[config.mk]
export PLATFORM = sky130hd
export DESIGN_NAME = ehrl_ram
export DESIGN_NICKNAME = d
export VERILOG_FILES = /design/src/design/ehrl_ram.sv
export SDC_FILE = /design/constraint.sdc
export NUM_CORES = 1
export LEC_CHECK = 0
export BUFFER_PORTS_ARGS = -buffer_cell sky130_fd_sc_hd__buf_2
export CORE_MARGIN = 5
export CORE_UTILIZATION = 40
export DETAILED_ROUTE_END_ITERATION = 16
export HOLD_SLACK_MARGIN = 0.06
export SLEW_MARGIN = 20
export SYNTH_ARGS = -nofsm -noshare
export SYNTH_HDL_FRONTEND = slang
export SYNTH_SLANG_ARGS = --single-unit
[constraint.sdc]
create_clock -name clk_i -period 2 [get_ports clk_i]
set_clock_uncertainty 0.15 [all_clocks]
set_input_delay 0.4 -clock clk_i [delete_from_list [all_inputs] [get_ports clk_i]]
set_output_delay 0.4 -clock clk_i [all_outputs]
set_load 0.01 [all_outputs]
[src/design/ehrl_ram.sv]
`timescale 1ns / 1ps
module ehrl_ram #(
  parameter int unsigned WIDTH = 8,
  parameter int unsigned DEPTH = 16,
  localparam int unsigned AW   = $clog2(DEPTH)
) (
  input  logic             clk_i,
  input  logic             we_i,
  input  logic [AW-1:0]    waddr_i,
  input  logic [WIDTH-1:0] wdata_i,
  input  logic [AW-1:0]    raddr_i,
  output logic [WIDTH-1:0] rdata_o
);

  logic [WIDTH-1:0] mem_q [DEPTH];
  logic [WIDTH-1:0] rdata_q;

  always_ff @(posedge clk_i) begin
    if (we_i) begin
      mem_q[waddr_i] <= wdata_i;
    end
    rdata_q <= mem_q[raddr_i];
  end

  assign rdata_o = rdata_q;

endmodule

Yosys cells after proc, flatten, opt, wreduce, memory -nomap -nowiden
Memories as Yosys holds them, arrays and structs flattened. A register that Yosys moved wholly into a read port is not among the register bits.
Index checks and enable logic that the tools add are counted.
{"block": "op_classes", "add_sub_neg": 0, "multipliers": 0, "div_mod_pow": 0, "order_cmp": 0, "eq_ne": 0, "shifts": 0, "muxes": 2, "bitwise": 0, "n_reduce_logical": 0}
{"op": "$mux W1", "n": 2}
{"block": "totals", "regBits": 0, "latch_bits": 0, "mem_bits_rw": 128, "rom_bits": 0, "inputBits": 18, "out_inout_bits": 8, "word_cells": 3, "mem_count": 1}
{"memory": "mem_q", "depth": 16, "word_bits": 8, "rd": 1, "rd_ports_with_merged_regs": 1, "write_ports": 1, "line": "15", "text": "logic [WIDTH-1:0] mem_q [DEPTH];"}

Logic depth before layout (Yosys ltp)
Gate-level depths: netlist of the first run.
{"block": "depth", "depth_word": 2, "mapped_depth": 5, "ltp_nobuf": 3}

Least setup slack after synthesis of the first run
OpenSTA, ideal clock, no wires.
{"block": "synth_path", "path_type": "in2reg", "start": "in waddr_i[2]", "end": "mem mem_q[0][0] (enable)", "setup_time_ns": 0.383, "t_arrival_ns": 1.510, "required_ns": 1.467, "setup_slack_ns": -0.043, "path_stages": 2, "path_buffers": 0, "path_cell_list": "or3b_2 nor3_1"}
{"element": "from (decl)", "line": "9", "text": "input logic [AW-1:0] waddr_i,"}
{"element": "to (decl)", "line": "15"}
No word-level cell before the write port.

==> impl_metrics.ini, run 1 <==
[run_status]
outcome = finished clean

[floorplanning]
initial_core_util = 0.4079
rows = 41
io_pins = 26
dieArea_um2 = 15240
core_um2 = 12620
die_w_um = 123.4
die_h_um = 123.4

[placement]
io_buffer_count = 25
placed_cell_area_um2 = 5629
dp_cells = 439
place_congestion = 0.7081
dp_hpwl_um = 6459

[hold_path]
min_path_type = input port to flip-flop
hold_path_end = mem_q[6][6]$_DFFE_PP_
hp-start = wdata_i[6]
holdPathStages = 1

[global_routing]
grt_max_degree = 21
use_met1 = 0.1824
grt_pass1_vias = 2486
grt_usage = 0.1415
overflow = 0
antenna_found_initial = 0
grt_use_met2 = 0.2290
gr-max-usage-layer = met2
gr-usage-met3 = 0.04117
grt_pass1_wl_um = 15070

[finish]
final_core_util = 0.4917
drive_gt1_frac = 0.3211
final_cells = 471
syn_to_final_growth_pct = 20.54
final_nets = 304
fill_cells = 1053
num_antenna_cells = 0
final_design_area_no_fill_um2 = 6205

[timing]
final.min_clock_period_ns = 1.560
rsz0062_at_grt = no
fin_setup_tns_ns = 0
period_share = 0.7800
setup_viol = 0
hold_viol_final = 0
slew_headroom = 0.6277
final-max-slew-violation-count = 0
fmax_mhz = 641.0
tightest_slew_ns = 0.5564

[yosys]
synth-seq-cells = 136
syn_area_um2 = 5147
synthesis.nets = 247
ys_seq_area_frac = 0.7778
syn-instance-count = 229
synth_top_area_frac = 0.7467
yosysTopAreaCell = edfxtp_1
synth_cell_types = 19
synth_area_leaders = edfxtp_1 (75%), mux4_2 (7.9%), mux4_1 (7.1%)
synth_warnings = 0
avgSynthCellArea_um2 = 22.48

[pwr]
irDropWorstVdd_mv = 0.6170
p_per_area_nw_per_um2 = 1046
p_leak_nw = 2.122

[clocking]
cts_max_level = 4
cts_hold_buffers = 0
clock-root-buffer = clkbuf_16
clkTransAtPathRegs_ns = 0.06
post-cts-setup-buffers = 0
cts_max_path_buffers = 2
post_cts_resized = 0
clkLatencyLatePin_ns = 0.40
cts_made_buffers = 17
cts_tree = built
clkSinkCount = 136

[setup_path]
reg2reg_depth = 3
r2r_end = rdata_o[2]$_DFF_P_
cp.required_ns = 2.13
crit_slowest_cell = mux4_1
critPathMaxFanout = 16
arrival_ns = 1.69
max_stage_delay_ns = 0.53
r2r_start = mem_q[1][2]$_DFFE_PP_
cp_cell_sequence = buf_2, buf_12, buf_12, mux4_1, a22oi_1, nand2_1
critPathLaunchType = input port
path_class = input port to flip-flop
r2r_setup_slack_ns = 0.47
critPathCaptureType = flip-flop
crit_top_cell = buf_12

[detailed_routing]
wl_per_cell_um = 20.88
drt_first_pass_iters = 5
vias_per_cell = 5.059
drc = 0
wl_um = 9834
ant_nets = 0
routed-via-count = 2383
drtIter0Drc = 249

[job]
cap_viol_max_count = 0
[worst max path at each step]
stage | startpoint | endpoint | slack, ns | cells past startpoint
after floorplan | waddr_i[2] | mem_q[3][0]$_DFFE_PP_ | 0.18 | 2
after global placement | raddr_i[0] | rdata_o[1]$_DFF_P_ | 0.009 | 6
after detailed placement | raddr_i[0] | rdata_o[1]$_DFF_P_ | 0.03 | 6
after CTS | raddr_i[0] | rdata_o[1]$_DFF_P_ | 0.45 | 6
after global routing | mem_q[1][2]$_DFFE_PP_ | rdata_o[2]$_DFF_P_ | 0.36 | 3
final | raddr_i[0] | rdata_o[1]$_DFF_P_ | 0.44 | 6
[power breakdown]
group / leakage (nW) / internal (mW) / switching (mW) / total (mW)
sequential: 1.22 / 3.19 / 0.0178 / 3.21
clock: 0.288 / 1.92 / 1.06 / 2.98
combinational: 0.610 / 0.139 / 0.171 / 0.310
total: 2.12 / 5.24 / 1.25 / 6.49
[cells by family after synthesis]
kind of cell,Yosys count,synth area share
flops,136,0.7778
simple gates,35,0.03184
mux,32,0.1502
compound gates,16,0.02334
buf+inv,10,0.01677
[cells in the final DEF, fill, tap and decap left out]
| master | count |
|---|---|
| dfxtp_1 | 8 |
| clkinv_1 | 2 |
| buf_2 | 25 |
| clkinv_2 | 5 |
| bufinv_16 | 2 |
| nor2_1 | 13 |
| nor3_2 | 1 |
| nor3_1 | 3 |
| and2_1 | 1 |
| buf_12 | 4 |
| edfxtp_1 | 128 |
| nor2b_1 | 1 |
| nand2b_1 | 2 |
| clkbuf_8 | 3 |
| nand3b_1 | 2 |
| nand3_1 | 1 |
| clkinv_4 | 1 |
| buf_4 | 19 |
| and2b_1 | 1 |
| mux4_1 | 14 |
| clkbuf_16 | 17 |
| clkbuf_1 | 2 |
| nand2_1 | 9 |
| a22oi_1 | 16 |
| or3b_2 | 1 |
| mux4_2 | 18 |
[stage by stage]
stage	setup WS (ns)	hold WS (ns)	total power [mW]
2_1_floorplan	0.1839	0.3489	3.430
3_3_place_gp	0.009353	0.4892	3.573
3_5_place_dp	0.03429	0.5166	3.583
4_1_cts	0.4482	0.2267	6.543
5_1_grt	0.3573	0.2310	6.722
6_report	0.4400	0.2396	6.491
[routing by layer]
layer,vias to the layer above,part of all wire
met3,7,0.042
met1,1224,0.44
met5,-,0
met4,0,0.0086
li1,1087,-
met2,65,0.51
[synth_stat cells]
cell type and count:
mux4_2 18, buf_6 3, buf_2 3, dfxtp_1 8
nand2_1 9, nor2b_1 1, nand3b_1 2, mux4_1 14
a22oi_1 16, nand3_1 1, buf_4 1, nor3_1 4
edfxtp_1 128, nand2b_1 2, nor2_1 13, and2b_1 1
or3b_2 1, and2_1 1, clkdlybuf4s25_2 3
[critical path: cells and delay by family]
family                 cells  cell delay (ns)
multiplexers               1             0.53
AND/OR/NAND/NOR            1             0.08
AO/OA/AOI/OAI              1             0.24
buffers and inverters      3             0.42
[final cells by class]
class                           count  area, µm²  area share
Multi-Input combinational cell     83       1062      0.1712
Sequential cell                   136       4004      0.6453
Clock inverter                     10      101.3     0.01633
Timing Repair Buffer               48      347.8     0.05606
Tap cell                          172      215.2     0.03468
Clock buffer                       22      474.2     0.07643
[state kept, by name, indices dropped and copies added (netlist names)]
signal and count:
mem_q 128, rdata_o 8
Note: power is estimated with default switching activity, not from simulation.
==> run 2: changes to the inputs <==
--- a/config.mk
+++ b/config.mk
@@ -5,6 +5,7 @@
 export SDC_FILE = /design/constraint.sdc
 export NUM_CORES = 1
 export LEC_CHECK = 0
+export ABC_AREA = 1
 export BUFFER_PORTS_ARGS = -buffer_cell sky130_fd_sc_hd__buf_2
 export CORE_MARGIN = 5
 export CORE_UTILIZATION = 40
==> constraint.sdc (replaced) <==
create_clock -name clk_i -period 1.45 [get_ports clk_i]
set_clock_uncertainty 0.15 [all_clocks]
set_input_delay 0.29 -clock clk_i [delete_from_list [all_inputs] [get_ports clk_i]]
set_output_delay 0.29 -clock clk_i [all_outputs]
set_load 0.01 [all_outputs]
==> run 2 against run 1 <==
Sequential share of layout area shrank 5.4 points. Routed wire length increased by 30%. Core utilization is 0.75 points lower. Final cell count up 67%. Power up 41%. Die area rose by 11%. Synthesized cell count increased by 140%. Via count is 59% higher.
==> impl_metrics.ini, run 2 <==
[pwr]
report.power.total_mw = 9.148
p_leak_nw = 2.946
p_per_area_nw_per_um2 = 1351
irDropWorstVdd_mv = 0.8082

[yosys]
synth-simple-area-share = 0.2105
synth_area_leaders = edfxtp_1 (67%), nand2_1 (11%), nand3_1 (8.4%)
synth_xor_area_frac = 0
synthesis.nets = 569
synthAdderAreaFrac = 0
synth-compound-area-share = 0
synth_edf_count = 128
muxShareOfSynthArea = 0
synthArstFlopShare = 0
synth_cell_types = 12
yosysTopAreaCell = edfxtp_1
avgSynthCellArea_um2 = 10.47
synth_top_family_by_area = simple AND/OR/NAND/NOR gates
synth-seq-cells = 136
syn-instance-count = 551
ys_seq_area_frac = 0.6943
syn_area_um2 = 5767
ys.flop_type = edfxtp_1
synth_warnings = 0
synth.most_common_cell = nand2_1
synth_top_cells_by_count = nand2_1 (173), edfxtp_1 (128), inv_1 (100)
synth_top_area_frac = 0.6665

[placement]
io_buffer_count = 25
dp_hpwl_um = 7930
placed_cell_area_um2 = 6193
place_congestion = 0.7824

[timing]
tightest_slew_ns = 0.4106
hold_viol_final = 0
final.min_clock_period_ns = 1.332
setup_viol = 0
slew_headroom = 0.7262
final-max-slew-violation-count = 0
hold_slack_ns = 0.1243
period_share = 0.9184
fmax_mhz = 750.9
rsz0062_at_grt = no
fin_setup_tns_ns = 0

[clocking]
cts_max_path_buffers = 2
post_cts_resized = 0
clkTransAtPathRegs_ns = 0.05
clkLatencyLatePin_ns = 0.40
post-cts-setup-buffers = 0
clkSinkCount = 136
cts_hold_buffers = 0
clock-root-buffer = clkbuf_16
cts_max_level = 4
cts_made_buffers = 17
cts_tree = built

[finish]
final_nets = 613
layout_common_cells = nand2_1 (173), edfxtp_1 (128), inv_1 (100), nand3_1 (97), buf_2 (25)
largest_reg_flops = 128
final_common_cell = nand2_1
syn_to_final_growth_pct = 17.44
final_design_area_no_fill_um2 = 6773
fill_cells = 1268
num_antenna_cells = 0
regMostFlops = mem_q
final_core_util = 0.4842
drive_gt1_frac = 0.1266
ff_latch_area_um2 = 4004
multi_input_area_um2 = 1214

[setup_path]
max_stage_delay_ns = 0.35
path_buf_inv = 1
arrival_ns = 0.89
cp_cell_sequence = buf_2
r2r_end = rdata_o[1]$_DFF_P_
reg2reg_depth = 6
critPathCaptureType = output port
crit_slowest_cell = dfxtp_1
critPathMaxFanout = 1
startpoint = rdata_o[4]$_DFF_P_
r2r_start = mem_q[5][1]$_DFFE_PP_
path_delay_family = flip-flops
path_class = flip-flop to output port
critPathLaunchType = flip-flop
cp.required_ns = 1.01
r2r_setup_slack_ns = 0.30

[detailed_routing]
drtIter0Drc = 356
wl_um = 12800
drt_first_pass_iters = 4
vias_per_cell = 4.799
routed-via-count = 3782
ant_nets = 0
drc = 0
wl_per_cell_um = 16.24

[global_routing]
overflow = 0
grt_usage = 0.1610
grt_pass1_vias = 3646
antenna_found_initial = 0
grt_pass1_wl_um = 20070
grt_max_degree = 65

[floorplanning]
die_h_um = 130.1
die_w_um = 130.1
dieArea_um2 = 16920
rows = 43
core_um2 = 13990
initial_core_util = 0.4123
io_pins = 26

[hold_path]
hold_path_end = mem_q[4][3]$_DFFE_PP_
holdPathStages = 1
hp-start = wdata_i[3]
min_path_type = input port to flip-flop

[job]
cap_viol_max_count = 0

[run_status]
outcome = finished clean
[run 2: cells by family (layout without fill, tap and decap cells)]
logic type             after synthesis  in the layout
and+or+nand+nor                    289            289
DFF                                136            136
buffers and inverters              126            183
[run 2: area by class of cell]
cell class | count | share of cell area
Timing Repair Buffer | 49 | 0.05431
Tap cell | 180 | 0.03325
Multi-Input combinational cell | 289 | 0.1792
Sequential cell | 136 | 0.5912
Clock buffer | 21 | 0.06651
Inverter | 102 | 0.05653
Clock inverter | 11 | 0.01903
[run 2: where the power goes]
group	internal, mW	switching (mW)	total [mW]
Clock	2.72	1.45	4.17
Combinational	0.177	0.377	0.554
Sequential	4.40	0.0263	4.42
[run 2: how the worst max path moves through the flow]
stage,end,slack (ns),cells after the start
2_1_floorplan,mem_q[4][0]$_DFFE_PP_,0.06,2
3_3_place_gp,rdata_o[1]$_DFF_P_,-0.06,7
3_5_place_dp,rdata_o[1]$_DFF_P_,-0.06,7
4_1_cts,rdata_o[4],0.07,1
5_1_grt,rdata_o[4],0.07,1
6_report,rdata_o[4],0.12,1
[run 2: metrics by stage]
step	std cells	worst slack [ns]
finish	788	0.1183
global route	788	0.06781
CTS	788	0.07215
detailed placement	756	-0.06033
global placement	756	-0.06060
floorplan	551	0.05916
[run 2: layer usage]
layer / track usage / wire length (µm)
met1: 0.2124 / 5503
met2: 0.2670 / 6394
met3: 0.03520 / 756
met4: 0.04951 / 142
met5: 0 / 0
==> run 3: changes to the inputs <==
--- a/config.mk
+++ b/config.mk
@@ -11,6 +11,8 @@
 export CORE_UTILIZATION = 40
 export DETAILED_ROUTE_END_ITERATION = 16
 export HOLD_SLACK_MARGIN = 0.06
+export PLACE_DENSITY = 0.63
+export SETUP_SLACK_MARGIN = 0.02
 export SLEW_MARGIN = 20
 export SYNTH_ARGS = -nofsm -noshare
 export SYNTH_HDL_FRONTEND = slang
==> run 3 against run 2 <==
Combinational power is 9.7% higher. First-iteration DRC count increased by 14%. Core utilization increased by 0.69 points. Global-route usage increased by 0.78 points. Via count increased by 1.2%. Sequential share of layout area down 0.83 points. Fmax down 2.7%. Highest routed layer unchanged. Power down 2.5%. Critical path depth unchanged. Clock-buffer cell count grew 6. Routed wire length increased by 1.7%. Sequential power hardly changed.
==> impl_metrics.ini, run 3 (synthesis results as in run 2) <==
[run_status]
outcome = finished clean

[global_routing]
grt_pass1_vias = 3782
overflow = 0
grt_usage = 0.1688
grt_max_degree = 42
antenna_found_initial = 0
grt_pass1_wl_um = 20770

[placement]
io_buffer_count = 25
dp_cells = 765
dp_slack_ns = -0.05455
place_congestion = 0.8407
dp_hpwl_um = 8510
placed_cell_area_um2 = 6336

[timing]
rsz0062_at_grt = no
fmax_mhz = 730.3
setup_ws_ns = 0.08066
final-max-slew-violation-count = 0
final.min_clock_period_ns = 1.369
hold_viol_final = 0
slew_headroom = 0.7029
hold_slack_ns = 0.1249
fin_setup_tns_ns = 0
setup_viol = 0
tightest_slew_ns = 0.4457
period_share = 0.9444

[pwr]
irDropWorstVdd_mv = 0.9881
p_per_area_nw_per_um2 = 1299
report.power.total_mw = 8.923
p_leak_nw = 2.997

[clocking]
clock-root-buffer = clkbuf_16
cts_made_buffers = 17
cts_max_level = 4
cts_max_path_buffers = 2
cts_hold_buffers = 0
post_cts_resized = 0
clkTransAtPathRegs_ns = 0.05
clkLatencyLatePin_ns = 0.42
cts_tree = built
clkSinkCount = 136
post-cts-setup-buffers = 0

[setup_path]
cp.required_ns = 1.01
reg2reg_depth = 6
cp_cell_sequence = buf_2
path_buf_inv = 1
critPathMaxFanout = 1
r2r_end = rdata_o[7]$_DFF_P_
path_delay_family = flip-flops
path_class = flip-flop to output port
r2r_setup_slack_ns = 0.28
r2r_start = mem_q[2][7]$_DFFE_PP_
arrival_ns = 0.93
max_stage_delay_ns = 0.37
critPathCaptureType = output port
critPathLaunchType = flip-flop
crit_slowest_cell = dfxtp_1

[floorplanning]
initial_core_util = 0.4123
die_w_um = 130.1
core_um2 = 13990
io_pins = 26
die_h_um = 130.1
rows = 43
dieArea_um2 = 16920

[hold_path]
min_path_type = input port to flip-flop
hold_path_end = mem_q[3][3]$_DFFE_PP_
holdPathStages = 1
hp-start = wdata_i[3]

[finish]
final_common_cell = nand2_1
final_cells = 797
final_core_util = 0.4911
largest_reg_flops = 128
final_nets = 622
drive_gt1_frac = 0.1361
regMostFlops = mem_q
layout_common_cells = nand2_1 (173), edfxtp_1 (128), inv_1 (100), nand3_1 (97), buf_2 (25)
syn_to_final_growth_pct = 19.11
final_design_area_no_fill_um2 = 6869
num_antenna_cells = 0

[detailed_routing]
drc = 0
wl_per_cell_um = 16.33
vias_per_cell = 4.801
drtIter0Drc = 407
drt_first_pass_iters = 4
ant_nets = 0
routed-via-count = 3826
wl_um = 13020

[job]
cap_viol_max_count = 0
[run 3: changes by cell type in the layout (fill, tap and decap cells not counted)]
cell and change:
clkbuf_1 +5, buf_12 +6, bufinv_16 -2, clkbuf_8 +1, clkinvlp_4 -1, clkinv_1 -3
buf_4 +3
[run 3: worst max-delay path by stage]
stage / cells after the start / end / slack [ns] / start
finish: 1 / rdata_o[2] / 0.08 / rdata_o[2]$_DFF_P_
global route: 1 / rdata_o[6] / 0.04 / rdata_o[6]$_DFF_P_
CTS: 1 / rdata_o[6] / 0.05 / rdata_o[6]$_DFF_P_
detailed placement: 8 / rdata_o[5]$_DFF_P_ / -0.05 / raddr_i[0]
global placement: 8 / rdata_o[5]$_DFF_P_ / -0.03 / raddr_i[0]
floorplan: 2 / mem_q[4][0]$_DFFE_PP_ / 0.06 / waddr_i[3]
[run 3: worst register-to-register path, stage by stage (launching register included)]
cell and delay (ns):
edfxtp_1 0.37, inv_1 0.06, nand2_1 0.04, nand3_1 0.08, nand3_1 0.10, nand3_1 0.18, nand2_1 0.07
[run 3: layout make-up]
cell class	instances	area [µm²]
clock buffers	27	483.0
clock inverters	5	50.05
fillers	1284	7119
inverters	102	382.9
multi-input cells	289	1214
flip-flops and latches	136	4004
well taps	180	225.2
repair buffers	58	510.5
[run 3: power by group]
part / leakage [nW] / internal (mW) / switching (mW)
clock: 0.263 / 2.43 / 1.45
sequential: 1.22 / 4.40 / 0.0294
combinational: 1.51 / 0.215 / 0.393
total: 3.00 / 7.05 / 1.88
[run 3: metal layers]
metal,wire length [µm],GRT usage,vias to the layer above
li1,-,-,1881
met1,5440,0.2195,1817
met2,6500,0.2698,110
met3,791,0.03643,18
met4,283,0.08130,0
met5,0,0,-
