===== src/design/ehrl_pkg.sv =====
`timescale 1ns / 1ps
package ehrl_pkg;

  localparam int unsigned TEXT_SIZE   = 4096;
  localparam int unsigned MAX_RECORDS = 64;
  localparam int unsigned TXT_AW      = $clog2(TEXT_SIZE);
  localparam int unsigned TXT_CW      = TXT_AW + 1;
  localparam int unsigned REC_AW      = $clog2(MAX_RECORDS);
  localparam int unsigned REC_CW      = REC_AW + 1;
  localparam int unsigned LEN_W       = 16;
  localparam int unsigned META_W      = 1 + LEN_W + TXT_AW;
  localparam int unsigned PLACE_W     = 40;

  typedef enum logic [2:0] {
    OP_INSERT    = 3'd0,
    OP_DEL_BYTE  = 3'd1,
    OP_READ_REC  = 3'd2,
    OP_READ_TEXT = 3'd3,
    OP_CLEAR     = 3'd4
  } opcode_e;

  typedef enum logic [1:0] {
    ST_DONE    = 2'd0,
    ST_IGNORED = 2'd1,
    ST_REFUSED = 2'd2,
    ST_CLEARED = 2'd3
  } status_e;

  typedef enum logic [3:0] {
    S_IDLE,
    S_DECODE,
    S_MAKE,
    S_EVICT,
    S_LOG,
    S_BYTE,
    S_RD_META,
    S_RD_TEXT,
    S_RESP
  } seq_state_e;

  typedef struct packed {
    logic [2:0]  opcode;
    logic        first;
    logic [23:0] line;
    logic [15:0] column;
    logic [15:0] length;
    logic [7:0]  data_byte;
    logic [5:0]  record_index;
    logic [11:0] byte_offset;
    logic [15:0] limit;
  } in_item_t;

  typedef struct packed {
    logic [1:0]  status;
    logic        rec_kind;
    logic [23:0] rec_line;
    logic [15:0] rec_column;
    logic [15:0] rec_length;
    logic [11:0] rec_text_pos;
    logic [7:0]  read_byte;
    logic [6:0]  record_count;
    logic [12:0] text_used;
  } out_item_t;

  typedef struct packed {
    logic              clear;
    logic              evict;
    logic              evict_del;
    logic [LEN_W-1:0]  evict_len;
    logic              push_rec;
    logic              add_text;
    logic [TXT_CW-1:0] add_len;
  } ring_cmd_t;

  typedef struct packed {
    logic [TXT_AW-1:0] text_head;
    logic [TXT_CW-1:0] text_fill;
    logic [REC_AW-1:0] rec_head;
    logic [REC_CW-1:0] rec_fill;
  } ring_state_t;

endpackage


===== src/design/ehrl_ring_ctl.sv =====
`timescale 1ns / 1ps
module ehrl_ring_ctl (
  input  logic                    clk_i,
  input  logic                    rst_ni,
  input  ehrl_pkg::ring_cmd_t     cmd_i,
  output ehrl_pkg::ring_state_t   ring_o
);
  import ehrl_pkg::*;

  logic [TXT_AW-1:0] text_head_q, text_head_d;
  logic [TXT_CW-1:0] text_fill_q, text_fill_d;
  logic [REC_AW-1:0] rec_head_q, rec_head_d;
  logic [REC_CW-1:0] rec_fill_q, rec_fill_d;

  always_comb begin
    text_head_d = text_head_q;
    text_fill_d = text_fill_q;
    rec_head_d  = rec_head_q;
    rec_fill_d  = rec_fill_q;
    if (cmd_i.clear) begin
      text_head_d = '0;
      text_fill_d = '0;
      rec_head_d  = '0;
      rec_fill_d  = '0;
    end else begin
      if (cmd_i.evict) begin
        if (cmd_i.evict_del) begin
          text_head_d = text_head_q + cmd_i.evict_len[TXT_AW-1:0];
          if (LEN_W'(text_fill_q) >= cmd_i.evict_len) begin
            text_fill_d = text_fill_q - TXT_CW'(cmd_i.evict_len);
          end else begin
            text_fill_d = '0;
          end
        end
        rec_head_d = rec_head_q + REC_AW'(1);
        rec_fill_d = rec_fill_q - REC_CW'(1);
      end
      if (cmd_i.push_rec) begin
        rec_fill_d = rec_fill_q + REC_CW'(1);
      end
      if (cmd_i.add_text) begin
        text_fill_d = text_fill_q + cmd_i.add_len;
      end
    end
  end

  always_ff @(posedge clk_i or negedge rst_ni) begin
    if (!rst_ni) begin
      text_head_q <= '0;
      text_fill_q <= '0;
      rec_head_q  <= '0;
      rec_fill_q  <= '0;
    end else begin
      text_head_q <= text_head_d;
      text_fill_q <= text_fill_d;
      rec_head_q  <= rec_head_d;
      rec_fill_q  <= rec_fill_d;
    end
  end

  assign ring_o.text_head = text_head_q;
  assign ring_o.text_fill = text_fill_q;
  assign ring_o.rec_head  = rec_head_q;
  assign ring_o.rec_fill  = rec_fill_q;

endmodule


===== config.mk =====
export PLATFORM = sky130hd
export DESIGN_NAME = ehrl_ring_ctl
export DESIGN_NICKNAME = d
export VERILOG_FILES = /design/src/design/ehrl_pkg.sv /design/src/design/ehrl_ring_ctl.sv
export SDC_FILE = /design/constraint.sdc
export NUM_CORES = 1
export LEC_CHECK = 0
export BUFFER_PORTS_ARGS = -buffer_cell sky130_fd_sc_hd__buf_2
export CAP_MARGIN = 0
export CORE_MARGIN = 3
export CORE_UTILIZATION = 40
export CTS_BUF_LIST = sky130_fd_sc_hd__clkbuf_16
export DETAILED_ROUTE_END_ITERATION = 10
export SKIP_LAST_GASP = 1
export SLEW_MARGIN = 20
export SYNTH_ARGS = -nofsm -noshare
export SYNTH_HDL_FRONTEND = slang
export SYNTH_SLANG_ARGS = --single-unit

===== constraint.sdc =====
create_clock -name clk_i -period 2.9 [get_ports clk_i]
set_input_delay 0.87 -clock clk_i [delete_from_list [all_inputs] [get_ports clk_i]]
set_output_delay 0.87 -clock clk_i [all_outputs]
set_load 0.02 [all_outputs]

==> Word level (Yosys, flattened, before mapping) <==
Index checks and enable logic that the tools add are counted.
{ "totals": {"reg_bits": 38, "inputBits": 36, "out_inout_bits": 38, "elab_cells": 31} }
{ "op_classes": {"add_sub_neg": 6, "magnitude_cmp": 1, "mux": 13, "reduce_logical": 7} }
{ "op_table": {"columns": ["operator", "count"], "rows": [
  ["$mux W13", 5],
  ["$mux W12", 3],
  ["$mux W7", 3],
  ["$ge A13 B16 Y1", 1],
  ["$add A13 B13 Y13", 1],
  ["$sub A13 B13 Y13", 1],
  ["$add A12 B12 Y12", 1],
  ["$mux W6", 2],
  ["$reduce_bool A3 Y1", 3],
  ["$add A7 B1 Y7 const B", 1],
  ["$sub A7 B1 Y7 const B", 1],
  ["$add A6 B1 Y6 const B", 1],
  ["$reduce_and A2 Y1", 2],
  ["$reduce_bool A2 Y1", 2]
]} }

==> Depth between registers and ports, before layout <==
Gate-level depths: netlist (run 1).
{ "depth": {"word_depth": 6, "ltp_mapped": 10, "mapped_depth_nobuf": 9} }

==> Worst setup path before layout (run 1) <==
OpenSTA, ideal clock, no wires.
{ "synth_timing": {"kind": "input to register", "start": "in cmd_i[15] (netlist bit)", "end": "reg text_fill_q[8]", "setup_time_ns": 0.116, "arrival_time_ns": 2.507, "setup_slack_ns": 0.277, "stages": 8, "path_buffers": 0, "cell_sequence": "ha_1 fa_1 nand2b_1 a21oi_1 o21a_1 o21a_1 nor2_1 o311ai_0"} }
{ "synth_between": {"elab_chain_len": 6} }
{ "synth_rtl": {"columns": ["item", "line", "source"], "rows": [
  ["start, declared", "ehrl_ring_ctl.sv:5", "input ehrl_pkg::ring_cmd_t cmd_i,"],
  ["$sub A13 B13 Y13 / $ge A13 B16 Y1 (equally long branches)", "ehrl_ring_ctl.sv:30, ehrl_ring_ctl.sv:29", null],
  ["$mux W13 *", "ehrl_ring_ctl.sv:29", "if (LEN_W'(text_fill_q) >= cmd_i.evict_len) begin"],
  ["$mux W13 *", "ehrl_ring_ctl.sv:27", "if (cmd_i.evict_del) begin"],
  ["$mux W13 *", "ehrl_ring_ctl.sv:26", "if (cmd_i.evict) begin"],
  ["$mux W13 *", "ehrl_ring_ctl.sv:41", "if (cmd_i.add_text) begin"],
  ["$mux W13 *", "ehrl_ring_ctl.sv:20", "if (cmd_i.clear) begin"],
  ["end signal, assigned", "ehrl_ring_ctl.sv:55", "text_fill_q <= text_fill_d;"],
  ["end, declared", "ehrl_ring_ctl.sv:11", "logic [TXT_CW-1:0] text_fill_q, text_fill_d;"]
]} }
Every way passes the cells marked *; elsewhere a longest branch is shown, timed or not. The select of a mux whose other input is x is not followed.
A chain may end at the register's enable or synchronous reset.

==> Final worst setup path (run 1) <==
{ "layout_timing": {"start": "in cmd_i[25] (netlist bit)", "end": "reg text_fill_q[9]"} }
{ "layout_between": {"elab_chain_len": 6} }
{ "layout_rtl": {"columns": ["item", "line"], "rows": [
  ["$ge A13 B16 Y1", "ehrl_ring_ctl.sv:29"],
  ["$mux W13", "ehrl_ring_ctl.sv:29"],
  ["$mux W13", "ehrl_ring_ctl.sv:27"],
  ["$mux W13", "ehrl_ring_ctl.sv:26"],
  ["$mux W13", "ehrl_ring_ctl.sv:41"],
  ["$mux W13", "ehrl_ring_ctl.sv:20"]
]} }
No other way between the ends. The select of a mux whose other input is x is not followed.

==> results.cfg, run 1 <==
[clock_tree]
htreeDepth = 2
cts_tree = yes
postCtsSetupRepairBufs = 0
clk_latency_ps = 280
cts_hold_buf = 0
cts_root_buf = clkbuf_16
cts_resized = 0
numClockSinks = 38
clk_path_buf_depth = 2
numCtsBuffers = 5
clk_pin_slew_worst_paths_ps = 60

[placed_design]
io_buffers = 73
place_hpwl_mm = 7.11
pre_cts_slack_ps = -12.8
gp_congestion = 0.820

[detailed_routing]
routedWlPerCell_um = 14.9
drcViolationCount = 0
drt-total-wl_mm = 8.93
avgViaCountPerCell = 5.59
ant_nets = 0
vias = 3358
firstDrtPassIters = 4
first_iter_violations = 101

[synth]
synth_edf_count = 0
synth_area_leaders = dfrtp_1 (27%), ha_1 (15%), xor2_1 (4.5%)
netlist_instances = 412
synth.top_cell.area_share_pct = 26.9
ys_seq_area_share_pct = 26.9
syn_nets = 494
yosys.area.top_type = dfrtp_1
synth_flop_cell = dfrtp_1
async_reset_ff_share_pct = 100
synth-seq-cells = 38
syn_area_um2 = 3530
synth_area_per_cell_um2 = 8.57
yosysUniqueCellTypes = 62
yosys_warnings = 0

[worst_setup_path]
crit_arrival_ps = 2790
startpoint_type = input port
slowest_delay_ps = 400
crit_required_ps = 3040
cp-end-kind = register
cp_max_fo = 11
crit_chain = buf_2 -> inv_1 -> ha_1 -> a21oi_1 -> nand2_1 -> a221o_1 -> o21a_1 -> o21ai_2 -> o221ai_1
critical_path_class = input port to register
r2r_slack_ps = 540
cp_slowest_cell = o21ai_2
rr_worst_depth = 7
worstReg2RegStart = text_fill_q[10]$_DFFE_PN0P_
r2r-end = text_fill_q[9]$_DFFE_PN0P_

[power_and_ir_drop]
p_leak_nw = 2.12
comb_power_share_pct = 41.3
peakVddDrop_mv = 0.266
p_sw_w = 0.000770
sequentialPowerShare_pct = 30.2
power_switching_share_pct = 35.9
power_density_nw_per_um2 = 505
p_int_w = 0.00137
pwr-share-clk_pct = 28.5

[sta]
maxSlewViolCount = 0
rsz0062_at_grt = false
relSlewSlack_pct = 41.4
fin_skew_ps = 5.32
period_needed_ps = 2650
setup_slack_ps = 250
tightestPinTransition_ps = 879
finalHoldViolCount = 0
setup_violations = 0
hold_ws_ps = 508
fmax_mhz = 377
period_share_pct = 91.4

[min_path]
whs_endpoint = text_head_q[7]$_DFFE_PN0P_
min_path_cells = 2
min_path_type = register to register
min_from = text_head_q[7]$_DFFE_PN0P_

[global_route]
grt_pass1_vias = 3284
antenna_found_initial = 0
grt_max_degree = 39
overflow = 0
gr-usage-all-layers_pct = 18.3
grt_pass1_wl_mm = 15.1

[die]
die_x_um = 100
die_area_um2 = 9990
rows = 33
core-area_um2 = 8380
initial_core_util_pct = 42.1
die_h_um = 100
io-pin-count = 74

[finish]
syn2layout_area_growth_pct = 20.0
antenna_cells = 0
fin_nets = 577
drive_gt1_share_pct = 20.2
final.fill_count = 831

[status]
status = finished clean

[run]
cap_violations = 0
-- through the flow --
step           utilization (%)  setup TNS, ps  total power, W  instance area (µm²)  std cells
2_1_floorplan                -              0         0.00128                 3530        412
3_3_place_gp              48.6              0         0.00153                 4080        593
3_5_place_dp              48.6          -13.8         0.00154                 4080        593
4_1_cts                   50.6              0         0.00216                 4240        601
5_1_grt                   50.6              0         0.00230                 4240        601
6_report                  50.6              0         0.00214                 4240        601
-- worst max path at each step --
| stage | start | end |
|---|---|---|
| final | cmd_i[25] | text_fill_q[9]$_DFFE_PN0P_ |
| after global routing | cmd_i[0] | text_fill_q[12]$_DFFE_PN0P_ |
| after CTS | cmd_i[16] | text_fill_q[9]$_DFFE_PN0P_ |
| after detailed placement | cmd_i[25] | text_fill_q[9]$_DFFE_PN0P_ |
| after global placement | cmd_i[0] | text_fill_q[12]$_DFFE_PN0P_ |
| after floorplan | cmd_i[15] | text_fill_q[8]$_DFFE_PN0P_ |
-- cells by family (layout without fill, tap and decap cells) --
group | after synthesis | count (layout) | share of synthesized area, %
buffers and inverters | 41 | 125 | 4.89
multiplexers | 3 | 3 | 0.850
flip-flops | 38 | 38 | 26.9
AO/OA/AOI/OAI | 133 | 133 | 25.7
AND/OR/NAND/NOR | 121 | 121 | 17.1
adder cells (fa/ha/maj) | 46 | 46 | 17.1
XOR/XNOR | 30 | 30 | 7.44
-- state kept, by name (all words and copies together), names as in the netlist --
register,cells
text_fill_q,13
rec_head_q,6
rec_fill_q,7
text_head_q,12
-- worst max-delay path, delay by kind of cell --
kind,cells,cell delay (ps)
fa+ha+maj,1,330
simple gates,1,80
compound gates,5,1370
buf+inv,2,130
-- power groups by stage --
stage	Combinational [W]	Clock (W)	Sequential [W]
finish	0.000884	0.000611	0.000648
CTS	0.000891	0.000624	0.000650
detailed placement	0.000885	0	0.000659
global route	0.000997	0.000644	0.000658
global placement	0.000871	0	0.000658
floorplan	0.000569	0	0.000712
-- area by class of cell --
class	instances	area, µm²	share of cell area (%)
Clock buffer	5	125	2.95
Clock inverter	3	37.5	0.885
Inverter	29	109	2.57
Multi-Input combinational cell	333	2410	56.8
Sequential cell	38	951	22.4
Tap cell	105	131	3.10
Timing Repair Buffer	88	478	11.3
-- metal layers --
layer  global-route usage [%]  up-vias  routed length [µm]
met2                     31.0       79                4220
met1                     24.3     1576                4140
met3                     2.99       11                 467
met5                        0        -                   0
li1                         -     1692                   -
met4                     4.77        0                 106
-- cell usage after synthesis, drive strengths merged, types with 3 or more instances --
| library cell | instances |
|---|---|
| ha | 42 |
| dfrtp | 38 |
| o21ai | 34 |
| nor2 | 31 |
| a21oi | 30 |
| nand2 | 30 |
| inv | 29 |
| xor2 | 18 |
| nor3 | 15 |
| xnor2 | 12 |
| nor2b | 11 |
| o21a | 10 |
| a21o | 8 |
| clkbuf | 7 |
| a211oi | 6 |
| a22oi | 6 |
| o221ai | 6 |
| buf | 5 |
| nand2b | 5 |
| nand4 | 5 |
| or3 | 5 |
| fa | 4 |
| o311ai | 4 |
| a21boi | 3 |
| and2 | 3 |
| mux2i | 3 |
| nand3 | 3 |
| o21bai | 3 |
| o31ai | 3 |
| or4 | 3 |
-- cell usage in the layout, fill, tap and decap left out, drive strengths merged, types with 6 or more instances in the layout --
cell type / count
a211oi: 6
a21o: 8
a21oi: 30
a22oi: 6
buf: 88
dfrtp: 38
ha: 42
inv: 31
nand2: 30
nor2: 31
nor2b: 11
nor3: 15
o21a: 10
o21ai: 34
o221ai: 6
xnor2: 12
xor2: 18
No activity file was read; power rests on OpenSTA's default activity.
==> run 2: changes to the inputs <==
--- a/config.mk
+++ b/config.mk
@@ -5,12 +5,14 @@
 export SDC_FILE = /design/constraint.sdc
 export NUM_CORES = 1
 export LEC_CHECK = 0
-export BUFFER_PORTS_ARGS = -buffer_cell sky130_fd_sc_hd__buf_2
+export ABC_AREA = 1
+export BUFFER_PORTS_ARGS = -buffer_cell sky130_fd_sc_hd__buf_4
 export CAP_MARGIN = 0
 export CORE_MARGIN = 3
 export CORE_UTILIZATION = 40
 export CTS_BUF_LIST = sky130_fd_sc_hd__clkbuf_16
 export DETAILED_ROUTE_END_ITERATION = 10
+export PLACE_DENSITY_LB_ADDON = 0.3
 export SKIP_LAST_GASP = 1
 export SLEW_MARGIN = 20
 export SYNTH_ARGS = -nofsm -noshare
==> run 2 against run 1 <==
  * Via count increased by 22%
  * Synthesized area increased by 11%
  * Clock skew about the same
  * Setup slack improved by 280 ps
  * First-iteration DRC count increased to 2.6 times the previous value
  * Die area increased by 10%
==> results.cfg, run 2 <==
[clock_tree]
cts_hold_buf = 0
postCtsSetupRepairBufs = 0
cts_tree = yes
numClockSinks = 38
htreeDepth = 2
numCtsBuffers = 5
cts_resized = 0
clk_path_buf_depth = 2
clk_pin_slew_worst_paths_ps = 60
cts_root_buf = clkbuf_16
clk_latency_ps = 280

[worst_setup_path]
crit_top_cell = nand2_1
cp_slowest_cell = fa_1
crit_required_ps = 3120
cp-end-kind = register
slowest_delay_ps = 370
critical_path_class = input port to register
crit_arrival_ps = 2590
crit_chain = buf_4 -> ha_1 -> fa_1 -> inv_1 -> nand2_1 -> nand2_1 -> nand3_2 -> nand3_2 -> nand2_1 -> nand2_2 -> nand3_1 -> nand2_1 -> nand3_1 -> nand2_1
startpoint_type = input port
cp_max_fo = 13
critical-path-top-delay-family = simple AND/OR/NAND/NOR gates
cp.buffers_inverters = 2

[sta]
finalHoldViolCount = 0
relSlewSlack_pct = 64.7
period_needed_ps = 2370
fin_skew_ps = 5.62
rsz0062_at_grt = false
setup_slack_ps = 529
hold_ws_ps = 470
tightestPinTransition_ps = 529
maxSlewViolCount = 0
fmax_mhz = 422
finalSetupTns_ps = 0
setup_violations = 0
period_share_pct = 81.7

[placed_design]
place_hpwl_mm = 8.40
gp_congestion = 0.955
io_buffers = 73
postPlaceCellArea_um2 = 4600
pre_cts_slack_ps = 260

[finish]
antenna_cells = 0
regMostFlops = text_fill_q
largest_reg_flops = 13
layout.cells.most_common_list = nand2_1 (202), inv_1 (95), buf_4 (75), nor2_1 (58), nand3_1 (48)
top_regs = text_fill_q (13), text_head_q (12), rec_fill_q (7)
layout_commonest_cell = nand2_1
syn2layout_area_growth_pct = 22.2
drive_gt1_share_pct = 13.6
fin_nets = 777
design_area_um2 = 4790

[detailed_routing]
maxUsedRoutingLayer = met4
vias = 4087
wl_met3_um = 587
ant_nets = 0
firstDrtPassIters = 5
first_iter_violations = 261
drcViolationCount = 0
avgViaCountPerCell = 4.95
wl_met2_mm = 4.90
routedWlPerCell_um = 12.6
drt-total-wl_mm = 10.4
wl_met1_mm = 4.82

[global_route]
overflow = 0
antenna_found_initial = 0
grt_pass1_vias = 3937
grt_pass1_wl_mm = 17.8
gr-usage-all-layers_pct = 19.2
grt_max_degree = 39

[run]
cap_violations = 0

[power_and_ir_drop]
sequentialPowerShare_pct = 29.0
p_leak_nw = 2.74
pwr-share-clk_pct = 32.0
p_int_w = 0.00142
p_sw_w = 0.000829
peakVddDrop_mv = 0.396
power_density_nw_per_um2 = 469
total_power_w = 0.00225
comb_power_share_pct = 38.9
power_switching_share_pct = 36.9

[synth]
yosys-top-cells-count = nand2_1 (202), inv_1 (95), nor2_1 (58), nand3_1 (48), ha_1 (42)
yosys.area.top_type = dfrtp_1
synth-seq-cells = 38
syn_nets = 701
synth_edf_count = 0
syn_area_um2 = 3920
synth_area_per_cell_um2 = 6.33
synth_flop_cell = dfrtp_1
yosysMostFrequentCell = nand2_1
synth_area_leaders = dfrtp_1 (24%), nand2_1 (19%), ha_1 (13%)
yosysUniqueCellTypes = 29
synth.top_cell.area_share_pct = 24.3
ys_seq_area_share_pct = 24.3
yosys_warnings = 0
netlist_instances = 619
async_reset_ff_share_pct = 100

[die]
rows = 35
io-pin-count = 74
initial_core_util_pct = 41.8
core-area_um2 = 9370
die_h_um = 105
die_x_um = 105
die_area_um2 = 11000

[min_path]
min_path_type = register to register

[status]
status = finished clean
-- run 2: final timing paths --
| kind | startpoint | end | slack (ps) | cells past startpoint |
|---|---|---|---|---|
| worst max-delay path | cmd_i[15] | text_fill_q[12]$_DFFE_PN0P_ | 530 | 14 |
| worst min-delay path | rec_head_q[5]$_DFFE_PN0P_ | rec_head_q[5]$_DFFE_PN0P_ | 470 | 1 |
| worst max register to register | text_fill_q[0]$_DFFE_PN0P_ | text_fill_q[12]$_DFFE_PN0P_ | 790 | 14 |
| worst min register to register | rec_head_q[5]$_DFFE_PN0P_ | rec_head_q[5]$_DFFE_PN0P_ | 470 | 1 |
| max in group asynchronous | rst_ni | text_fill_q[8]$_DFFE_PN0P_ | 1960 | 1 |
| min in group asynchronous | rst_ni | rec_head_q[5]$_DFFE_PN0P_ | 560 | 1 |
-- run 2: area by class of cell --
type                       instances  area, µm²
multi-input combinational        478       2560
inverter                          97        364
clock inverter                     3       63.8
sequential                        38        951
timing repair buffer              75        563
clock buffer                       5        125
fill                             992       4580
tap                              129        161
-- run 2: layer usage --
layer,up-vias,global-route usage [%]
met1,1845,25.3
met3,11,3.95
met5,-,0
met2,96,32.6
li1,2135,-
met4,0,3.75
-- run 2: worst register-to-register path: stages, from the launching register on --
cell and delay [ps]:
dfrtp_1 390, inv_1 60, ha_1 210, fa_1 370, inv_1 110, nand2_1 100
nand2_1 90, nand3_2 80, nand3_2 70, nand2_1 60, nand2_2 200, nand3_1 100
nand2_1 80, nand3_1 70, nand2_1 60
-- run 2: power groups by stage --
stage	registers, W	clock network, W	logic (W)
after floorplan	0.000715	0	0.000529
after global placement	0.000661	0	0.000852
after detailed placement	0.000661	0	0.000871
after CTS	0.000654	0.000734	0.000876
after global routing	0.000662	0.000760	0.000993
final	0.000653	0.000720	0.000875
-- run 2: stage by stage --
step                cells  utilization [%]
finish                825             51.1
detailed placement    817             49.1
global route          825             51.1
floorplan             619                -
global placement      817             49.1
CTS                   825             51.1
-- run 2: cells by family after synthesis --
kind of cell             share of synthesized area [%]
AO/OA/AOI/OAI                                     11.8
XOR/XNOR                                          2.68
adder cells (fa/ha/maj)                           15.5
buffers and inverters                             10.4
AND/OR/NAND/NOR                                   35.4
flip-flops                                        24.3
